[src/rtl/core/btx_pkg.sv]
// Shared constants and controller/datapath interface types for the bilinear sampler.
// Used by btx_ctrl, btx_dp and the top level in rtl/core; no dependencies of its own.
`timescale 1ns / 1ps

package btx_pkg;

  // Default sizes handed to the top-level parameters.
  localparam int DEF_MAX_WIDTH  = 256;
  localparam int DEF_MAX_HEIGHT = 256;
  localparam int DEF_FRAC_BITS  = 16;

  // Fixed field widths.
  localparam int COORD_FRAC = 16;             // fraction bits of u and v
  localparam int CIW        = 18;             // signed coordinate port width
  localparam int CW         = COORD_FRAC + 1; // clamped coordinate, 0 to 1.0
  localparam int SZW        = 9;              // size register width
  localparam int PIXW       = 24;             // stored RGB pixel

  // Command codes of an input item.
  localparam logic CMD_WRITE  = 1'b0;
  localparam logic CMD_SAMPLE = 1'b1;

  // Configuration register indexes.
  localparam logic REG_WIDTH  = 1'b0;
  localparam logic REG_HEIGHT = 1'b1;

  localparam logic [SZW-1:0] SIZE_RESET = SZW'(256);

  // Texel of the 2x2 neighborhood.
  localparam logic [1:0] TEX_00 = 2'd0;
  localparam logic [1:0] TEX_10 = 2'd1;
  localparam logic [1:0] TEX_01 = 2'd2;
  localparam logic [1:0] TEX_11 = 2'd3;

  // Commands from the controller to the datapath.
  typedef struct packed {
    logic       load;     // latch an accepted item
    logic       mul;      // scale u,v by the image size
    logic [1:0] tex_sel;  // texel address driven to the pixel memory
    logic       cap_en;   // capture the texel read in the previous cycle
    logic [1:0] cap_sel;
    logic       hblend;   // horizontal blend of all channels
    logic       smp_emit; // load a sample result into the output register
    logic       wr_emit;  // store the pixel and load a write result
  } btx_cmd_t;

  // Status from the datapath to the controller.
  typedef struct packed {
    logic out_free;       // output register can take a result this cycle
  } btx_stat_t;

endpackage

[src/rtl/core/btx_ctrl.sv]
// Controller state machine of the bilinear sampler.
// Depends on btx_pkg for the command and status types.
`timescale 1ns / 1ps

module btx_ctrl
  import btx_pkg::*;
(
  input  logic      clk_i,
  input  logic      rst_ni,
  input  logic      in_valid_i,
  output logic      in_ready_o,
  input  logic      cmd_i,
  input  btx_stat_t stat_i,
  output btx_cmd_t  ctl_o
);

  localparam logic [3:0] S_IDLE   = 4'd0;
  localparam logic [3:0] S_MUL    = 4'd1;
  localparam logic [3:0] S_RD0    = 4'd2;
  localparam logic [3:0] S_RD1    = 4'd3;
  localparam logic [3:0] S_RD2    = 4'd4;
  localparam logic [3:0] S_RD3    = 4'd5;
  localparam logic [3:0] S_HBLEND = 4'd6;
  localparam logic [3:0] S_VBLEND = 4'd7;
  localparam logic [3:0] S_WR     = 4'd8;

  logic [3:0] state_q, state_d;

  // Next state and command decode.
  always_comb begin
    state_d    = state_q;
    ctl_o      = '0;
    in_ready_o = 1'b0;
    case (state_q)
      S_IDLE: begin
        in_ready_o = 1'b1;
        if (in_valid_i) begin
          ctl_o.load = 1'b1;
          state_d    = (cmd_i == CMD_SAMPLE) ? S_MUL : S_WR;
        end
      end
      S_MUL: begin
        ctl_o.mul = 1'b1;
        state_d   = S_RD0;
      end
      S_RD0: begin
        ctl_o.tex_sel = TEX_00;
        state_d       = S_RD1;
      end
      S_RD1: begin
        ctl_o.tex_sel = TEX_10;
        ctl_o.cap_en  = 1'b1;
        ctl_o.cap_sel = TEX_00;
        state_d       = S_RD2;
      end
      S_RD2: begin
        ctl_o.tex_sel = TEX_01;
        ctl_o.cap_en  = 1'b1;
        ctl_o.cap_sel = TEX_10;
        state_d       = S_RD3;
      end
      S_RD3: begin
        ctl_o.tex_sel = TEX_11;
        ctl_o.cap_en  = 1'b1;
        ctl_o.cap_sel = TEX_01;
        state_d       = S_HBLEND;
      end
      S_HBLEND: begin
        // The last texel is used straight from the memory read port.
        ctl_o.hblend = 1'b1;
        state_d      = S_VBLEND;
      end
      S_VBLEND: begin
        if (stat_i.out_free) begin
          ctl_o.smp_emit = 1'b1;
          state_d        = S_IDLE;
        end
      end
      S_WR: begin
        if (stat_i.out_free) begin
          ctl_o.wr_emit = 1'b1;
          state_d       = S_IDLE;
        end
      end
      default: begin
        state_d = S_IDLE;
      end
    endcase
  end

  always_ff @(posedge clk_i or negedge rst_ni) begin
    if (!rst_ni) begin
      state_q <= S_IDLE;
    end else begin
      state_q <= state_d;
    end
  end

endmodule

[config.mk]
export PLATFORM = sky130hd
export DESIGN_NAME = btx_ctrl
export DESIGN_NICKNAME = d
export VERILOG_FILES = /design/src/rtl/core/btx_pkg.sv /design/src/rtl/core/btx_ctrl.sv
export SDC_FILE = /design/constraint.sdc
export NUM_CORES = 1
export LEC_CHECK = 0
export ABC_AREA = 0
export BUFFER_PORTS_ARGS = -buffer_cell sky130_fd_sc_hd__buf_2
export CORE_AREA = 5 5 42 44
export DETAILED_ROUTE_END_ITERATION = 10
export DIE_AREA = 0 0 47 49
export GPL_TIMING_DRIVEN = 0
export PLACE_DENSITY = 0.59
export SLEW_MARGIN = 20
export SYNTH_ARGS = -nofsm -noshare
export SYNTH_HDL_FRONTEND = slang
export SYNTH_SLANG_ARGS = --single-unit
[constraint.sdc]
create_clock -name clk_i -period 1.68 [get_ports clk_i]
set_input_delay 0.084 -clock clk_i [delete_from_list [all_inputs] [get_ports clk_i]]
set_output_delay 0.084 -clock clk_i [all_outputs]
set_load 0.005 [all_outputs]
Yosys cells after proc, flatten, opt, wreduce, memory -nomap -nowiden
Cells that the tools add are included.

cells by class
  bitwise logic cells = 0
  add/subtract/negate cells = 0
  shift operators = 0
  $mul = 0
  $lt $le $gt $ge = 0
  div/mod/pow operators = 0
  equal/unequal tests = 10
  reductions and logical operators = 3
  mux-type cells = 14

operators with widths
  operator                                                                 number
  4-bit one-hot mux with 8 select lines                                    1
  4-bit by 3-bit equality test with 1-bit output, second input constant    4
  4-bit two-way mux                                                        3
  3-bit one-hot mux with 3 select lines                                    1
  4-bit by 2-bit equality test with 1-bit output, second input constant    2
  1-bit two-way mux                                                        8
  2-bit one-hot mux with 3 select lines                                    1
  4-bit by 1-bit equality test with 1-bit output, second input constant    1
  4-bit equality test, second input constant                               1
  4-bit zero test                                                          1
  2-bit by 1-bit inequality test with 1-bit output, second input constant  1
  2-bit inequality test, second input constant                             1
  2-bit AND reduction                                                      1
  2-bit OR reduction                                                       1

storage, ports and cells
  flip-flop bits (word level) = 4
  bits in writable memories = 0
  bits in latches = 0
  bits in read-only memories = 0
  memories kept = 0
  bits of input ports = 5
  logic and storage cells = 28
  output and inout bits = 11

Logic depth before layout (Yosys ltp)
  word-level depth = 4
  depth in mapped cells = 4

Worst setup path before layout
Ideal clock, no wire load.

  path kind = reg2reg
  start point = reg state_q[3]
  end point = reg state_q[3]
  path buffers = 1
  required time = 1.569 ns
  arrival time = 1.184 ns
  setup slack = 0.385 ns
  cell stages (with the launch flop) = 4
  setup time = 0.111 ns
  path through = dfrtp_1 buf_6 or3b_1 a2111oi_2

on the way
  longest elaborated chain between the ends = 4
  elaborated cells on any way between the ends = 14
  classes of those cells = 10 x eq/ne; 1 x mux; 3 x reduce/logical

ends and longest elaborated chain
  what                                                                                          RTL line        source
  from (decl)                                                                                   btx_ctrl.sv:27  logic [3:0] state_q, state_d;
  from (signal assigned)                                                                        btx_ctrl.sv:95  state_q <= state_d;
  4-bit equality test / 4-bit by 3-bit equality test with 1-bit output (equally long branches)  btx_ctrl.sv:34  case (state_q)
  2-bit OR reduction (no line)                                                                  -
  2-bit by 1-bit inequality test with 1-bit output (no line)                                    -
  2-bit AND reduction (no line)                                                                 -

Several ways; a longest one is shown, not always the timed one.
A chain may end at the register's enable or synchronous reset.

==> results by group <==
STA
  • Final min period: 1530 ps
  • Post-route setup TNS: 0 ps
  • Hold Vio Cnt, Final: 0
  • RSZ-0062 raised after global routing: no
  • Worst slew pin tran: 420 ps
  • Final Cycle Share: 0.909
  • Clk_skew: 2.82 ps
  • Worst relative slew slack: 0.720
  • Setup violations, final: 0
  • Slew Viols, Final: 0
  • F_max: 655 MHz
  • Post-route setup slack: 153 ps

Critical path
  • CP endpoint kind: output pin
  • Crit path launch: state_q[2]$_DFFE_PN0P_
  • Crit start category: register
  • Worst Reg-to-Reg Cells: 3
  • Critical Path RT: 1600 ps
  • Crit Path Max Fanout: 10
  • Worst setup path end: ctl_o[9]
  • R2R setup slack: 320 ps
  • Reg2reg end: state_q[3]$_DFFE_PN0P_
  • Arrival @ worst endpoint: 1440 ps
  • Crit path kind: register to output pin
  • Reg-to-reg critical path startpoint: state_q[3]$_DFFE_PN0P_

Yosys
  • Main combinational cell family by area after synthesis: simple AND/OR/NAND/NOR gates
  • XOR/XNOR Fraction of Synth Area: 0
  • Post-synthesis adder-cell area fraction: 0
  • Sequential element share of the synthesized area: 0.304
  • FF+latch count, synth: 4
  • Post-Synthesis Net Count: 45
  • Cell area after synthesis: 329 sq um
  • Post-Syn Area per Cell: 8.23 sq um
  • Post-synthesis mux area share: 0
  • Unique masters post-synth: 24
  • Simple-Gate Fraction of Synth Area: 0.430
  • Synth warn: 0
  • Synth Area in Compound Gates: 0.183
  • Mapped Cells: 40

Floorplan
  • Die footprint: 2300 sq um
  • Num ports: 16
  • Initial Utilization: 0.235
  • Std-Cell Rows: 14
  • Die width: 47 um
  • Die height: 49 um
  • CORE AREA: 1400 sq um

Detailed routing
  • Routed Antenna Nets: 0
  • Vias: 353
  • Initial drt markers: 5
  • DRT Pass-1 Iters: 3
  • Average wire per standard cell: 11.2 um
  • DRC: 0
  • DRT Wirelength: 837 um
  • Vias per cell: 4.71

Place
  • Port bufs: 15
  • Area post-placement: 424 sq um
  • DP Wirelength: 604 um
  • Routability Congestion: 0.685
  • Dpl ws: 323 ps

Clocking
  • CTS Sinks: 4
  • Num CTS Buffers: 3
  • Clk buf depth: 2
  • TritonCTS clock tree: built
  • Worst-path clk slew: 40 ps
  • Post-CTS Setup Inserts: 0
  • Worst-Skew Late Latency: 230 ps
  • CTS root buffer: clkbuf_4
  • H-tree depth: 1

Finish
  • ANT cells: 0
  • Layout cells sized above 1: 0.390
  • Fin area: 464 sq um
  • Fillers: 170
  • Final net count: 66
  • Largest Register: state_q
  • P&R area growth vs syn: 41.1%
  • Largest register FFs: 4
  • Biggest regs: state_q x4

GRT
  • Largest net degree at the start of global routing: 11
  • Total grt overflow: 0
  • Initial antenna violation count: 0
  • Vias in the first global route: 335
  • Global-route wire length before repair: 1490 um
  • Total GRT Usage: 0.0912

Power
  • P per Cell Area: 1580 nW/um^2
  • Tot Pwr: 734 uW
  • Peak VDD IR: 0.000467 V
  • Leak: 0.000210 uW

Min path
  • Hold Crit Class: input pin to register

Outcome
  • Status: complete, no violations

Job
  • Max-cap violation count: 0
## routing by layer
layer  track usage  routed length, um  vias up
li1              -                  -      185
met1         0.109                370      156
met2         0.127                405       10
met3        0.0332                 42        2
met4        0.0691                 19        0
met5             0                  0        -
## layout make-up
type	instances	area, sq um	area share
buffer	5	28.8	0.0620
clock buffer	3	22.5	0.0485
multi-input combinational	31	208	0.447
sequential	4	100	0.216
tap	16	20.0	0.0431
timing repair buffer	16	85.1	0.183
## cell usage in the layout, fill, tap and decap left out
cell,netlist,layout
nor3b_1,2,2
nor2b_1,1,1
a211oi_1,1,1
clkbuf_1,2,2
a31oi_1,1,1
nand3_1,1,1
dfrtp_1,4,4
nor4_2,0,1
and2_1,1,1
a21oi_1,3,3
dlygate4sd3_1,0,1
nor4_1,2,1
a2111oi_2,1,1
nand3b_1,1,1
nor2_1,2,2
buf_2,1,16
nor3_1,3,3
buf_6,1,1
a2111oi_0,1,1
and4_1,1,1
o21bai_1,1,1
nand2b_1,6,6
clkbuf_4,0,3
nand2_1,1,1
clkbuf_2,0,1
or3b_1,1,1
or2b_1,1,1
## cell usage after synthesis, drive strengths merged
cell type | count | area [sq um]
o21bai | 1 | 7.51
or3b | 1 | 8.76
nor3 | 3 | 15.0
a2111oi | 2 | 23.8
a211oi | 1 | 7.51
nand2 | 1 | 3.75
nor2 | 2 | 7.51
nor4 | 2 | 12.5
buf | 3 | 20.0
and4 | 1 | 8.76
a31oi | 1 | 6.26
dfrtp | 4 | 100
nor3b | 2 | 15.0
nand3 | 1 | 5.00
and2 | 1 | 6.26
clkbuf | 2 | 7.51
nand3b | 1 | 7.51
nor2b | 1 | 6.26
a21oi | 3 | 15.0
or2b | 1 | 7.51
nand2b | 6 | 37.5
## where the power goes
group | switching (uW) | internal [uW] | total, uW
registers | 35.9 | 134 | 170
clock network | 38.1 | 79.8 | 118
logic | 252 | 193 | 445
## timing repair
item / in CTS / in global routing
endpoints found under the setup margin: 0 / 3
hold buffers: 1 / 0
gates resized for setup: 0 / 2
endpoints found under the hold margin: 4 / 0
## kinds of logic after synthesis
family                 after synthesis
and+or+nand+nor                     23
DFF                                  4
AOI/OAI and AO/OA                    8
buffers and inverters                5
## worst min path at each step
| stage | from | to | slack (ps) | depth (start not counted) |
|---|---|---|---|---|
| final | cmd_i | state_q[3]$_DFFE_PN0P_ | 160 | 3 |
| after global routing | rst_ni | state_q[2]$_DFFE_PN0P_ | 190 | 2 |
| after CTS | cmd_i | state_q[3]$_DFFE_PN0P_ | 160 | 3 |
| after detailed placement | rst_ni | state_q[1]$_DFFE_PN0P_ | -110 | 1 |
| after global placement | rst_ni | state_q[1]$_DFFE_PN0P_ | -110 | 1 |
| after floorplan | rst_ni | state_q[0]$_DFFE_PN0P_ | -210 | 0 |
## worst max-delay path, stage by stage (launching register included)
cell	delay, ps
dfrtp_1	410
clkbuf_1	230
nor4_2	320
and2_1	150
buf_2	100
## per-stage QoR
| step | hold WS [ps] | util | instances |
|---|---|---|---|
| after floorplan | -212 | - | 40 |
| after global placement | -111 | 0.303 | 71 |
| after detailed placement | -107 | 0.303 | 71 |
| after CTS | 159 | 0.326 | 75 |
| after global routing | 186 | 0.331 | 75 |
| final | 164 | 0.331 | 75 |
Power figures use the tool's default switching activity.
